--- config.mk ---
export PLATFORM = sky130hd
export DESIGN_NAME = chaikin_curve_subdivision
export DESIGN_NICKNAME = d
export VERILOG_FILES = /design/src/chc_pkg.sv /design/src/chc_front.sv /design/src/chc_stage.sv /design/src/chc_back.sv /design/src/chaikin_curve_subdivision.sv
export SDC_FILE = /design/constraint.sdc
export NUM_CORES = 2
export LEC_CHECK = 0
export BUFFER_PORTS_ARGS = -buffer_cell sky130_fd_sc_hd__buf_2
export CAP_MARGIN = 20
export CORE_MARGIN = 2
export CORE_UTILIZATION = 40
export CTS_BUF_LIST = sky130_fd_sc_hd__clkbuf_8
export CTS_CLUSTER_SIZE = 24
export DETAILED_ROUTE_END_ITERATION = 8
export GPL_TIMING_DRIVEN = 0
export PLACE_DENSITY = 0.59
export RECOVER_POWER = 25
export SLEW_MARGIN = 15
export SYNTH_ARGS = -nofsm -noshare
export SYNTH_HDL_FRONTEND = slang
export SYNTH_HIERARCHICAL = 1
export SYNTH_SLANG_ARGS = --single-unit
--- constraint.sdc ---
create_clock -name clk_i -period 7.65 [get_ports clk_i]
set_clock_uncertainty 0.15 [all_clocks]
set_input_delay 1.53 -clock clk_i [delete_from_list [all_inputs] [get_ports clk_i]]
set_output_delay 1.53 -clock clk_i [all_outputs]
set_load 0.02 [all_outputs]
--- src/chc_pkg.sv ---
// Shared types and constants of the Chaikin curve refiner.
// Used by chc_front, chc_stage, chc_back and the top level; depends on nothing.
`default_nettype none

package chc_pkg;

  localparam int unsigned MAX_PASSES_DEF = 4;
  localparam int unsigned COORD_BITS_DEF = 24;

  // Fixed register widths.
  localparam int unsigned PASS_W     = 3;
  localparam int unsigned CFG_IDX_W  = 2;
  localparam int unsigned CFG_DATA_W = 3;

  localparam logic [PASS_W-1:0] PASS_RESET = 3'd4;

  // Input queue between front and back.
  localparam int unsigned QUEUE_DEPTH = 4;
  localparam int unsigned QPTR_W      = $clog2(QUEUE_DEPTH);
  localparam int unsigned QCNT_W      = $clog2(QUEUE_DEPTH + 1);

  typedef enum logic [CFG_IDX_W-1:0] {
    CFG_PASS_COUNT = 2'd0,
    CFG_OPEN_END   = 2'd1
  } cfg_reg_e;

  // Settled configuration handed from the front to the back.
  typedef struct packed {
    logic [PASS_W-1:0] passes;
    logic              open_end;
  } chc_cfg_t;

  typedef enum logic [2:0] {
    ST_IDLE,
    ST_PAIR_Q,
    ST_PAIR_R,
    ST_CLOSE_Q,
    ST_CLOSE_R
  } stage_state_e;

endpackage

`default_nettype wire

--- src/chc_front.sv ---
// Front end: configuration registers, input acceptance and the point queue.
// Depends on chc_pkg.
`default_nettype none

module chc_front import chc_pkg::*; #(
  parameter int unsigned MAX_PASSES = MAX_PASSES_DEF,
  parameter int unsigned COORD_BITS = COORD_BITS_DEF
) (
  input  logic                           clk_i,
  input  logic                           rst_ni,
  input  logic                           in_valid_i,
  output logic                           in_stall_o,
  input  logic [2:0][COORD_BITS-1:0]     in_pt_i,
  input  logic                           in_end_i,
  input  logic                           cfg_valid_i,
  output logic                           cfg_ready_o,
  input  logic [CFG_IDX_W-1:0]           cfg_index_i,
  input  logic [CFG_DATA_W-1:0]          cfg_data_i,
  output chc_cfg_t                       cfg_o,
  output logic                           head_valid_o,
  output logic [2:0][COORD_BITS-1:0]     head_pt_o,
  output logic                           head_end_o,
  input  logic                           pop_i
);

  logic [PASS_W-1:0] pass_count_q;
  logic              open_end_q;

  logic [2:0][COORD_BITS-1:0] q_pt  [QUEUE_DEPTH];
  logic                       q_end [QUEUE_DEPTH];
  logic [QPTR_W-1:0]          wr_ptr_q, rd_ptr_q;
  logic [QCNT_W-1:0]          count_q;
  logic                       push;

  assign cfg_ready_o = 1'b1;

  always_ff @(posedge clk_i or negedge rst_ni) begin
    if (!rst_ni) begin
      pass_count_q <= PASS_RESET;
      open_end_q   <= 1'b0;
    end else if (cfg_valid_i) begin
      unique case (cfg_reg_e'(cfg_index_i))
        CFG_PASS_COUNT: pass_count_q <= cfg_data_i;
        CFG_OPEN_END:   open_end_q   <= cfg_data_i[0];
        default: ;
      endcase
    end
  end

  // Counts above the number of built stages saturate.
  always_comb begin
    cfg_o.open_end = open_end_q;
    if (pass_count_q > PASS_W'(MAX_PASSES)) begin
      cfg_o.passes = PASS_W'(MAX_PASSES);
    end else begin
      cfg_o.passes = pass_count_q;
    end
  end

  assign in_stall_o   = (count_q == QCNT_W'(QUEUE_DEPTH));
  assign push         = in_valid_i && !in_stall_o;
  assign head_valid_o = (count_q != '0);
  assign head_pt_o    = q_pt[rd_ptr_q];
  assign head_end_o   = q_end[rd_ptr_q];

  always_ff @(posedge clk_i) begin
    if (push) begin
      q_pt[wr_ptr_q]  <= in_pt_i;
      q_end[wr_ptr_q] <= in_end_i;
    end
  end

  always_ff @(posedge clk_i or negedge rst_ni) begin
    if (!rst_ni) begin
      wr_ptr_q <= '0;
      rd_ptr_q <= '0;
      count_q  <= '0;
    end else begin
      if (push) begin
        wr_ptr_q <= wr_ptr_q + 1'b1;
      end
      if (pop_i) begin
        rd_ptr_q <= rd_ptr_q + 1'b1;
      end
      if (push && !pop_i) begin
        count_q <= count_q + 1'b1;
      end else if (pop_i && !push) begin
        count_q <= count_q - 1'b1;
      end
    end
  end

  a_count_bound: assert property (@(posedge clk_i) disable iff (!rst_ni)
    count_q <= QCNT_W'(QUEUE_DEPTH))
    else $error("point queue overfilled");

  a_pop_nonempty: assert property (@(posedge clk_i) disable iff (!rst_ni)
    pop_i |-> count_q != '0)
    else $error("point queue popped while empty");

endmodule

`default_nettype wire

--- src/chc_stage.sv ---
// One corner-cutting pass: keeps the first and previous point of the curve and
// emits the cut pair for each new point plus the closing pair. Depends on chc_pkg.
`default_nettype none

module chc_stage import chc_pkg::*; #(
  parameter int unsigned COORD_BITS = COORD_BITS_DEF
) (
  input  logic                       clk_i,
  input  logic                       rst_ni,
  input  logic                       clr_i,
  input  logic                       open_end_i,
  input  logic                       in_valid_i,
  output logic                       in_stall_o,
  input  logic [2:0][COORD_BITS-1:0] in_pt_i,
  input  logic                       in_end_i,
  input  logic                       in_tag_i,
  output logic                       out_valid_o,
  input  logic                       out_stall_i,
  output logic [2:0][COORD_BITS-1:0] out_pt_o,
  output logic                       out_end_o,
  output logic                       out_tag_o
);

  localparam int unsigned SW = COORD_BITS + 2;

  stage_state_e state_q, state_d, start_state;

  logic                       started_q;
  logic [2:0][COORD_BITS-1:0] prev_q, first_q, a_q, p_q, c_q;
  logic                       end_q, tag_q;
  logic                       out_valid_q, out_end_q, out_tag_q;
  logic [2:0][COORD_BITS-1:0] out_pt_q;

  logic                       emit, last_step, in_fire, pair_step, odd_step;
  logic [2:0][COORD_BITS-1:0] u_pt, v_pt, x_pt, y_pt, cut_pt;
  logic [2:0][SW-1:0]         x_ext, y_ext, sum;

  assign last_step  = (state_q == ST_PAIR_R && !end_q) || (state_q == ST_CLOSE_R);
  assign emit       = (state_q != ST_IDLE) && (!out_valid_q || !out_stall_i);
  assign in_stall_o = !((state_q == ST_IDLE) || (last_step && emit));
  assign in_fire    = in_valid_i && !in_stall_o;

  always_comb begin
    if (started_q) begin
      start_state = ST_PAIR_Q;
    end else if (in_end_i) begin
      start_state = ST_CLOSE_Q;
    end else begin
      start_state = ST_IDLE;
    end
  end

  // Next state.
  always_comb begin
    state_d = state_q;
    if (emit) begin
      unique case (state_q)
        ST_PAIR_Q:  state_d = ST_PAIR_R;
        ST_PAIR_R:  state_d = end_q ? ST_CLOSE_Q : ST_IDLE;
        ST_CLOSE_Q: state_d = ST_CLOSE_R;
        ST_CLOSE_R: state_d = ST_IDLE;
        default:    state_d = ST_IDLE;
      endcase
    end
    if (in_fire) begin
      state_d = start_state;
    end
  end

  // Outputs: the pair (u, v) gives Q = (3u+v)/4 on even steps and R = (u+3v)/4 on odd ones.
  always_comb begin
    pair_step = (state_q == ST_PAIR_Q) || (state_q == ST_PAIR_R);
    odd_step  = (state_q == ST_PAIR_R) || (state_q == ST_CLOSE_R);
    for (int k = 0; k < 3; k++) begin
      u_pt[k]   = pair_step ? a_q[k] : p_q[k];
      v_pt[k]   = pair_step ? p_q[k] : c_q[k];
      x_pt[k]   = odd_step ? v_pt[k] : u_pt[k];
      y_pt[k]   = odd_step ? u_pt[k] : v_pt[k];
      x_ext[k]  = {{2{x_pt[k][COORD_BITS-1]}}, x_pt[k]};
      y_ext[k]  = {{2{y_pt[k][COORD_BITS-1]}}, y_pt[k]};
      sum[k]    = (x_ext[k] << 1) + x_ext[k] + y_ext[k];
      cut_pt[k] = sum[k][SW-1:2];
    end
  end

  always_ff @(posedge clk_i or negedge rst_ni) begin
    if (!rst_ni) begin
      state_q     <= ST_IDLE;
      started_q   <= 1'b0;
      out_valid_q <= 1'b0;
    end else begin
      state_q <= state_d;
      if (clr_i) begin
        started_q <= 1'b0;
      end else if (in_fire) begin
        started_q <= !in_end_i;
      end
      if (emit) begin
        out_valid_q <= 1'b1;
      end else if (!out_stall_i) begin
        out_valid_q <= 1'b0;
      end
    end
  end

  always_ff @(posedge clk_i) begin
    if (in_fire) begin
      a_q    <= prev_q;
      p_q    <= in_pt_i;
      c_q    <= (open_end_i || !started_q) ? in_pt_i : first_q;
      end_q  <= in_end_i;
      tag_q  <= in_tag_i;
      prev_q <= in_pt_i;
      if (!started_q) begin
        first_q <= in_pt_i;
      end
    end
    if (emit) begin
      out_pt_q  <= cut_pt;
      out_end_q <= (state_q == ST_CLOSE_R);
      out_tag_q <= last_step && tag_q;
    end
  end

  assign out_valid_o = out_valid_q;
  assign out_pt_o    = out_pt_q;
  assign out_end_o   = out_end_q;
  assign out_tag_o   = out_tag_q;

  a_accept_on_last: assert property (@(posedge clk_i) disable iff (!rst_ni)
    (in_fire && state_q != ST_IDLE) |-> (last_step && emit))
    else $error("stage took a point before finishing the previous one");

  a_close_not_started: assert property (@(posedge clk_i) disable iff (!rst_ni)
    (state_q == ST_CLOSE_Q || state_q == ST_CLOSE_R) |-> !started_q)
    else $error("stage still marked started while closing a curve");

  a_close_flags_end: assert property (@(posedge clk_i) disable iff (!rst_ni)
    (emit && state_q == ST_CLOSE_R) |=> (out_valid_q && out_end_q))
    else $error("closing point not flagged as curve end");

endmodule

`default_nettype wire

--- src/chc_back.sv ---
// Back end: the cascade of refinement stages and the selection of the active tap.
// Depends on chc_pkg and chc_stage.
`default_nettype none

module chc_back import chc_pkg::*; #(
  parameter int unsigned MAX_PASSES = MAX_PASSES_DEF,
  parameter int unsigned COORD_BITS = COORD_BITS_DEF
) (
  input  logic                       clk_i,
  input  logic                       rst_ni,
  input  chc_cfg_t                   cfg_i,
  input  logic                       head_valid_i,
  input  logic [2:0][COORD_BITS-1:0] head_pt_i,
  input  logic                       head_end_i,
  output logic                       pop_o,
  output logic                       out_valid_o,
  input  logic                       out_stall_i,
  output logic [2:0][COORD_BITS-1:0] out_pt_o,
  output logic                       out_end_o,
  output logic                       out_last_o
);

  logic [MAX_PASSES-1:0]      st_in_valid, st_in_stall, st_in_end, st_in_tag;
  logic [MAX_PASSES-1:0]      st_out_valid, st_out_stall, st_out_end, st_out_tag;
  logic [MAX_PASSES-1:0]      st_clr;
  logic [2:0][COORD_BITS-1:0] st_in_pt  [MAX_PASSES];
  logic [2:0][COORD_BITS-1:0] st_out_pt [MAX_PASSES];
  logic                       bypass;

  assign bypass = (cfg_i.passes == '0);

  for (genvar s = 0; s < MAX_PASSES; s++) begin : g_stage
    if (s == 0) begin : g_head
      assign st_in_valid[s] = head_valid_i && !bypass;
      assign st_in_pt[s]    = head_pt_i;
      assign st_in_end[s]   = head_end_i;
      assign st_in_tag[s]   = 1'b1;
    end else begin : g_chain
      assign st_in_valid[s] = st_out_valid[s-1] && (cfg_i.passes > PASS_W'(s));
      assign st_in_pt[s]    = st_out_pt[s-1];
      assign st_in_end[s]   = st_out_end[s-1];
      assign st_in_tag[s]   = st_out_tag[s-1];
    end

    if (s == MAX_PASSES - 1) begin : g_tail
      assign st_out_stall[s] = out_stall_i;
    end else begin : g_mid
      assign st_out_stall[s] = (cfg_i.passes == PASS_W'(s + 1)) ? out_stall_i
                                                                 : st_in_stall[s+1];
    end

    // Unused stages forget their curve each time a word leaves the queue.
    assign st_clr[s] = pop_o && (cfg_i.passes <= PASS_W'(s));

    chc_stage #(
      .COORD_BITS (COORD_BITS)
    ) u_stage (
      .clk_i       (clk_i),
      .rst_ni      (rst_ni),
      .clr_i       (st_clr[s]),
      .open_end_i  (cfg_i.open_end),
      .in_valid_i  (st_in_valid[s]),
      .in_stall_o  (st_in_stall[s]),
      .in_pt_i     (st_in_pt[s]),
      .in_end_i    (st_in_end[s]),
      .in_tag_i    (st_in_tag[s]),
      .out_valid_o (st_out_valid[s]),
      .out_stall_i (st_out_stall[s]),
      .out_pt_o    (st_out_pt[s]),
      .out_end_o   (st_out_end[s]),
      .out_tag_o   (st_out_tag[s])
    );
  end

  assign pop_o = head_valid_i && (bypass ? !out_stall_i : !st_in_stall[0]);

  // With no passes the queue head goes straight out as a single result.
  always_comb begin
    out_valid_o = bypass && head_valid_i;
    out_pt_o    = head_pt_i;
    out_end_o   = head_end_i;
    out_last_o  = 1'b1;
    for (int s = 0; s < MAX_PASSES; s++) begin
      if (cfg_i.passes == PASS_W'(s + 1)) begin
        out_valid_o = st_out_valid[s];
        out_pt_o    = st_out_pt[s];
        out_end_o   = st_out_end[s];
        out_last_o  = st_out_tag[s];
      end
    end
  end

endmodule

`default_nettype wire

--- src/chaikin_curve_subdivision.sv ---
// Chaikin corner-cutting curve refiner, top level.
// Depends on chc_pkg, chc_front, chc_back (and chc_stage below it).
//
// Control points enter on the input channel (in_valid_i / in_stall_o) with
// curve_end_i set on the last point of each curve. Refined points leave on the
// output channel (out_valid_o / out_stall_i); run_last_o marks the final result
// caused by an input word and curve_done_o the last refined point of a curve.
// A word moves when valid is high and stall is low. The configuration channel
// (cfg_valid_i / cfg_ready_o) writes pass_count at index 0 and open_end at
// index 1; it is always ready. The user must write it only while the block is
// idle; the block does not enforce this. Points first go into a four-entry
// queue, then through one cut stage per pass. Each stage emits one point per
// cycle unless its receiver stalls, so at n passes an input word yields about
// 2^n refined points (16 at four passes); the last stage's single output port
// sets that rate. With the cascade idle, a word is registered in the queue and
// then in each stage's state and output registers. Reset sets four passes and
// closed curves, empties the queue and forgets any partly seen curve. When the
// receiver stalls, the last stage holds its word, the earlier stages and the
// queue fill up, and then in_stall_o rises.
`default_nettype none

module chaikin_curve_subdivision import chc_pkg::*; #(
  parameter int unsigned MAX_PASSES = MAX_PASSES_DEF,
  parameter int unsigned COORD_BITS = COORD_BITS_DEF
) (
  input  logic                         clk_i,
  input  logic                         rst_ni,
  input  logic                         in_valid_i,
  output logic                         in_stall_o,
  input  logic signed [COORD_BITS-1:0] px_i,
  input  logic signed [COORD_BITS-1:0] py_i,
  input  logic signed [COORD_BITS-1:0] pz_i,
  input  logic                         curve_end_i,
  output logic                         out_valid_o,
  input  logic                         out_stall_i,
  output logic signed [COORD_BITS-1:0] qx_o,
  output logic signed [COORD_BITS-1:0] qy_o,
  output logic signed [COORD_BITS-1:0] qz_o,
  output logic                         run_last_o,
  output logic                         curve_done_o,
  input  logic                         cfg_valid_i,
  output logic                         cfg_ready_o,
  input  logic [CFG_IDX_W-1:0]         cfg_index_i,
  input  logic [CFG_DATA_W-1:0]        cfg_data_i
);

  chc_cfg_t                   cfg;
  logic [2:0][COORD_BITS-1:0] in_pt, head_pt, out_pt;
  logic                       head_valid, head_end, pop;

  assign in_pt[0] = px_i;
  assign in_pt[1] = py_i;
  assign in_pt[2] = pz_i;

  chc_front #(
    .MAX_PASSES (MAX_PASSES),
    .COORD_BITS (COORD_BITS)
  ) u_front (
    .clk_i        (clk_i),
    .rst_ni       (rst_ni),
    .in_valid_i   (in_valid_i),
    .in_stall_o   (in_stall_o),
    .in_pt_i      (in_pt),
    .in_end_i     (curve_end_i),
    .cfg_valid_i  (cfg_valid_i),
    .cfg_ready_o  (cfg_ready_o),
    .cfg_index_i  (cfg_index_i),
    .cfg_data_i   (cfg_data_i),
    .cfg_o        (cfg),
    .head_valid_o (head_valid),
    .head_pt_o    (head_pt),
    .head_end_o   (head_end),
    .pop_i        (pop)
  );

  chc_back #(
    .MAX_PASSES (MAX_PASSES),
    .COORD_BITS (COORD_BITS)
  ) u_back (
    .clk_i        (clk_i),
    .rst_ni       (rst_ni),
    .cfg_i        (cfg),
    .head_valid_i (head_valid),
    .head_pt_i    (head_pt),
    .head_end_i   (head_end),
    .pop_o        (pop),
    .out_valid_o  (out_valid_o),
    .out_stall_i  (out_stall_i),
    .out_pt_o     (out_pt),
    .out_end_o    (curve_done_o),
    .out_last_o   (run_last_o)
  );

  assign qx_o = out_pt[0];
  assign qy_o = out_pt[1];
  assign qz_o = out_pt[2];

endmodule

`default_nettype wire
# ---- Yosys cells after proc, flatten, opt, wreduce, memory -nomap -nowiden
# Memory sizes are Yosys's and may differ from the RTL's.
# Cells that the tools add are included.
dict set report word_totals {
  ff_bits 1486
  ramBits 292
  input_bits 83
  out_inout_bits 77
  elab_cells 386
  n_memories 2
}
dict set report classes {
  addsub 28
  n_lt_le_gt_ge 8
  n_eq_ne 26
  muxes 117
  bitwise 4
  n_reduce_logical 109
}
# name depth word_bits read_ports rd_ports_with_merged_regs wr line_no
set mem_list {}
lappend mem_list {u_front.q_pt 4 72 1 0 1 chc_front.sv:29} ;# logic [2:0][COORD_BITS-1:0] q_pt [QUEUE_DEPTH];
lappend mem_list {u_front.q_end 4 1 1 0 1 chc_front.sv:30} ;# logic q_end [QUEUE_DEPTH];
# op count
set ops {}
lappend ops {{two-way mux 24 bit} 48}
lappend ops {{two-way mux 72 bit} 8}
lappend ops {{adder 25 x 24 -> 26 bit} 12}
lappend ops {{adder 26 bit} 12}
lappend ops {{two-way mux 3 bit} 15}
lappend ops {{one-hot mux 3 bit (3 select lines)} 4}
lappend ops {{two-way mux 1 bit} 34}
lappend ops {{logical AND 1 bit} 32}
lappend ops {{equality test 3 x 2 -> 1 bit (second input constant)} 10}
lappend ops {{logical NOT 1 bit} 27}
lappend ops {{logical OR 1 bit} 24}
lappend ops {{equality test 3 bit (second input constant)} 6}
lappend ops {{nonzero test 2 bit} 9}
lappend ops {{two-way mux 2 bit} 8}
lappend ops {{equality test 3 x 1 -> 1 bit (second input constant)} 5}
lappend ops {{logical NOT 3 bit} 5}
lappend ops {{nonzero test 3 bit} 5}
lappend ops {{AND reduction 2 bit} 6}
lappend ops {{inequality test 2 x 1 -> 1 bit (second input constant)} 4}
lappend ops {{> comparator 3 x 2 -> 1 bit (second input constant)} 2}
lappend ops {{<= comparator 3 x 1 -> 1 bit (second input constant)} 2}
lappend ops {{<= comparator 3 x 2 -> 1 bit (second input constant)} 2}
lappend ops {{adder 2 x 1 -> 2 bit (second input constant)} 2}
lappend ops {{inverter 1 bit} 4}
lappend ops {{6 further kinds} 6}

# ---- Depth between registers and ports, before layout
dict set report depth {
  ltp_word 31
  ltp_mapped 26
  mapped_depth_nobuf 24
}

# ---- By module
# Netlist, hierarchy kept.
# mod n_inst cells_each area_each_um2 seq_area_each_um2
set by_module_without_submodules {}
lappend by_module_without_submodules {{chc_stage (u_back.g_stage[3].u_stage)} 1 1981 22864.4 11055.6}
lappend by_module_without_submodules {{chc_stage (u_back.g_stage[0].u_stage)} 1 1968 22818.1 11055.6}
lappend by_module_without_submodules {{chc_stage (u_back.g_stage[1].u_stage)} 1 1992 22775.6 11055.6}
lappend by_module_without_submodules {{chc_stage (u_back.g_stage[2].u_stage)} 1 1972 22669.2 11055.6}
lappend by_module_without_submodules {chc_front 1 432 11140.7 9044.9}
lappend by_module_without_submodules {chc_back 1 473 3679.8 0.0}

# ---- Worst setup path before layout
# OpenSTA, ideal clock, no wires.
dict set report synth_path {
  path_kind {input port to flip-flop}
  startpoint {input port out_stall_i}
  endpoint {register u_back/g_stage[0].u_stage/a_q[0] (netlist bit), enable pin}
  setup_time_ps 569
  arrival_ps 8300
  t_required_ps 6931
  setup_slack_ps -1369
  path_stages 18
  path_buffers 0
  cell_sequence {a21o_1 a21oi_1 o21bai_1 mux2_2 nand2_1 nand2_1 a21o_1 mux2_2 nand2_1 nand2_1 a21o_1 mux2_2 nand2_1 nand2_1 a21o_1 inv_1 nand2_1 inv_1}
}
dict set report synth_between {
  elab_chain_len 27
}
# element line_no
set synth_rtl {}
lappend synth_rtl {{start: declaration} chaikin_curve_subdivision.sv:35} ;# input logic out_stall_i,
lappend synth_rtl {{logical NOT 1 bit} chc_stage.sv:39} ;# assign emit = (state_q != ST_IDLE) && (!out_valid_q || !out_stall_i);
lappend synth_rtl {{logical OR 1 bit} chc_stage.sv:39}
lappend synth_rtl {{logical AND 1 bit} chc_stage.sv:39}
lappend synth_rtl {{logical AND 1 bit} chc_stage.sv:40} ;# assign in_stall_o = !((state_q == ST_IDLE) || (last_step && emit));
lappend synth_rtl {{logical OR 1 bit} chc_stage.sv:40}
lappend synth_rtl {{logical NOT 1 bit} chc_stage.sv:40}
lappend synth_rtl {{via u_back.st_in_stall[3]} chc_back.sv:23} ;# logic [MAX_PASSES-1:0] st_in_valid, st_in_stall, st_in_end, st_in_tag;
lappend synth_rtl {{two-way mux 1 bit} chc_back.sv:48} ;# assign st_out_stall[s] = (cfg_i.passes == PASS_W'(s + 1)) ? out_stall_i
lappend synth_rtl {{via u_back.st_out_stall[2]} chc_back.sv:24} ;# logic [MAX_PASSES-1:0] st_out_valid, st_out_stall, st_out_end, st_out_tag;
lappend synth_rtl {{[... 6 more ...]} --}
lappend synth_rtl {{via u_back.st_in_stall[2]} chc_back.sv:23}
lappend synth_rtl {{[... 1 more ...]} --}
lappend synth_rtl {{via u_back.st_out_stall[1]} chc_back.sv:24}
lappend synth_rtl {{[... 6 more ...]} --}
lappend synth_rtl {{via u_back.st_in_stall[1]} chc_back.sv:23}
lappend synth_rtl {{[... 1 more ...]} --}
lappend synth_rtl {{via u_back.st_out_stall[0]} chc_back.sv:24}
lappend synth_rtl {{logical NOT 1 bit} --}
lappend synth_rtl {{logical OR 1 bit} chc_stage.sv:39}
lappend synth_rtl {{logical AND 1 bit} chc_stage.sv:39}
lappend synth_rtl {{logical AND 1 bit} chc_stage.sv:40}
lappend synth_rtl {{logical OR 1 bit} chc_stage.sv:40}
lappend synth_rtl {{logical AND 1 bit} chc_stage.sv:41} ;# assign in_fire = in_valid_i && !in_stall_o;
lappend synth_rtl {{via u_back.g_stage[0].u_stage.in_fire} chc_stage.sv:34} ;# logic emit, last_step, in_fire, pair_step, odd_step;
lappend synth_rtl {{end signal: assignment} chc_stage.sv:108} ;# a_q <= prev_q;
lappend synth_rtl {{end: declaration} chc_stage.sv:29} ;# logic [2:0][COORD_BITS-1:0] prev_q, first_q, a_q, p_q, c_q;
# The timed path passes the listed nets, and every way through them passes these cells.
# A chain may end at the register's enable or synchronous reset.

==> flow_summary.ini <==
[global_route]
grt_pass1_vias = 79244
grt_max_degree = 87
grt_pass1_wl_um = 600000
antenna_found_initial = 39
grt-ovfl-total = 0
grtUsageTotal = 0.310

[routing]
vias = 83369
remaining_drc_errors = 0
avgRoutedWirePerCell_um = 32.9
dr.pass1.iters = 8
antenna_left = 0
drtIter0Drc = 11682
vias_per_cell = 6.33
wl_um = 433000

[placement]
dp_cells = 12559
port-buffer-count = 158
gp_congestion = 1.03
dp_hpwl_um = 327000

[synthesis]
synth-seq-area-share = 0.503
async_reset_ff_frac = 0.0174
synth_area_leaders = edfxtp_1 (50%), ha_1 (4.5%), a221oi_1 (3.7%)
synth_top_cell_by_area = edfxtp_1
yosys_warnings = 6
synth_nets = 9471
avgSynthCellArea_um2 = 12.0
synth_edf_count = 1748
synthCells = 8818
synth_seq_cells = 1779
synth_area_um2 = 106000
synth_cell_type_count = 110
synth_top_area_frac = 0.495
ys.flop_type = edfxtp_1

[die]
die_w_um = 519
core.rowCount = 188
start_util = 0.403
ios = 160
die-height_um = 519
coreArea_um2 = 263000
dieArea_um2 = 269000

[critical_path]
cp_max_fo = 38
crit_arrival_ps = 8300
crit_type = flop to flop
rrSetupSlack_ps = 20
crit_required_ps = 8310
startpoint_type = flop
crit_path_end_kind = flop

[sta]
tightest_slew_ps = 1380
grt_setup_unrepaired = no
timing.final.crit_share = 0.998
setup_tns_ps = 0
fmax_mhz = 131
final_max_slew_viol_count = 0
relSlewSlack = 0.0769
hold_violations = 0
period_minus_slack_ps = 7630
finalSetupViolations = 0

[final_layout]
seqCellArea_um2 = 53300
nets = 10027
fill_cells = 24235
multi_input_area_um2 = 48700
area_growth_pct = 12.3
layoutNonFillerInstCount = 13162
drive_gt1_frac = 0.124

[clock_tree]
cts_root_buf = clkbuf_8
cts_setup_buffers = 0
cts.sinks = 1779
cts_resized = 0
clkSlewWorstSetupHoldPaths_ps = 70
cts-hold-fix-buffers = 0
cts_tree = done
htree_levels = 5
ctsLongestPathBuffers = 4
clk_latency_ps = 1120
numCtsBuffers = 321

[min_path]
hold_class = flop to flop

[status]
status = finished clean

[run]
drv_cap = 0
## flip-flops by register name, summed over array words and instances (netlist names), 12 cells and up
| register | count |
|---|---|
| u_back/g_stage.u_stage/p_q | 288 |
| u_back/g_stage.u_stage/first_q | 288 |
| u_back/g_stage.u_stage/out_pt_o | 288 |
| u_front/q_pt | 288 |
| u_back/g_stage.u_stage/a_q | 288 |
| u_back/g_stage.u_stage/c_q | 288 |
| u_back/g_stage.u_stage/state_q | 12 |
## synthesized netlist by cell type, drive strengths merged, types with 26 or more instances
cell	n
a211oi	442
a21o	158
a21oi	711
a221o	96
a221oi	464
a22o	289
a31oi	42
and2	26
and3	52
buf	172
clkbuf	421
dfrtp	30
edfxtp	1748
fa	193
ha	377
inv	437
maj3	73
mux2	306
mux2i	208
mux4	73
nand2	347
nand2b	190
nand3	70
nand4	40
nor2	291
nor2b	330
nor3	79
o211ai	43
o21a	31
o21ai	271
o21bai	132
o22a	74
xnor2	161
xor2	197
## kinds of logic (layout without fill, tap and decap cells)
logic type / count (synthesis) / in the layout / share of synthesized area
XOR/XNOR: 358 / 358 / 0.0299
buffers and inverters: 1030 / 1838 / 0.0389
adder cells (fa/ha/maj): 643 / 643 / 0.0883
other: 2 / 23 / 0.0000709
AO/OA/AOI/OAI: 2902 / 2902 / 0.198
flip-flops: 1779 / 1779 / 0.503
AND/OR/NAND/NOR: 1517 / 1517 / 0.0744
multiplexers: 587 / 587 / 0.0677
## final cells by class
cell class,count,share of cell area
plain buffers,593,0.0209
clock buffers,327,0.0378
well taps,3515,0.0370
repair buffers,232,0.0173
inverters,437,0.0139
multi-input cells,6009,0.409
diodes,21,0.000442
clock inverters,248,0.0154
repair inverters,1,0.0000421
flip-flops and latches,1779,0.448
## through the flow
stage	cell area (µm²)	setup slack [ps]	hold slack (ps)	util
finish	119000	16.3	340	0.452
global route	119000	91.4	329	0.452
CTS	119000	210	303	0.452
detailed placement	113000	-100	330	0.428
global placement	111000	-3570	318	0.423
floorplan	106000	189	276	-
## cells in the final DEF, fill, tap and decap left out, types with 327 or more instances in the layout
| master | count |
|---|---|
| ha_1 | 377 |
| a211oi_1 | 434 |
| edfxtp_1 | 1748 |
| nand2_1 | 346 |
| inv_1 | 527 |
| a21oi_1 | 705 |
| clkbuf_1 | 494 |
| a221oi_1 | 441 |
| clkbuf_8 | 327 |
| nor2b_1 | 330 |
## metal layers
layer	vias to the layer above	track usage	share of wire
li1	35563	-	-
met1	41602	0.400	0.39
met2	5121	0.459	0.43
met3	1073	0.0746	0.10
met4	10	0.214	0.081
met5	-	0	0.00050
## worst max-delay path, cell delays in order (launching register included)
cell	delay, ps
dfstp_2	470
nor2b_1	850
buf_4	380
buf_4	220
buf_2	280
nand2_1	120
mux2_2	370
nand2_1	180
nand2_1	130
a21o_1	260
mux2_2	370
nand2_1	190
nand2_1	120
a21o_1	300
mux2_2	340
nand2_1	190
nand2_1	130
a21o_1	370
inv_1	70
nand2_1	400
clkinvlp_4	620
buf_12	370
buf_12	200
buf_12	190
## path summary, 6_finish.rpt
kind,to,cells past startpoint,start
hold reg to reg,u_back/g_stage[1].u_stage/a_q[57],0,u_back/g_stage[1].u_stage/p_q[57]
setup / recovery,u_back/g_stage[0].u_stage/c_q[21],23,u_front/pass_count_q[2]
max in group asynchronous,u_back/g_stage[2].u_stage/state_q[2],1,rst_ni
hold / removal,u_back/g_stage[1].u_stage/a_q[57],0,u_back/g_stage[1].u_stage/p_q[57]
setup reg to reg,u_back/g_stage[0].u_stage/c_q[21],23,u_front/pass_count_q[2]
min in group asynchronous,u_front/count_q[2],1,rst_ni
Power is left out: the tool's default activity adds up to more than one toggle a clock period on the data nets, which glitch-free logic cannot reach.
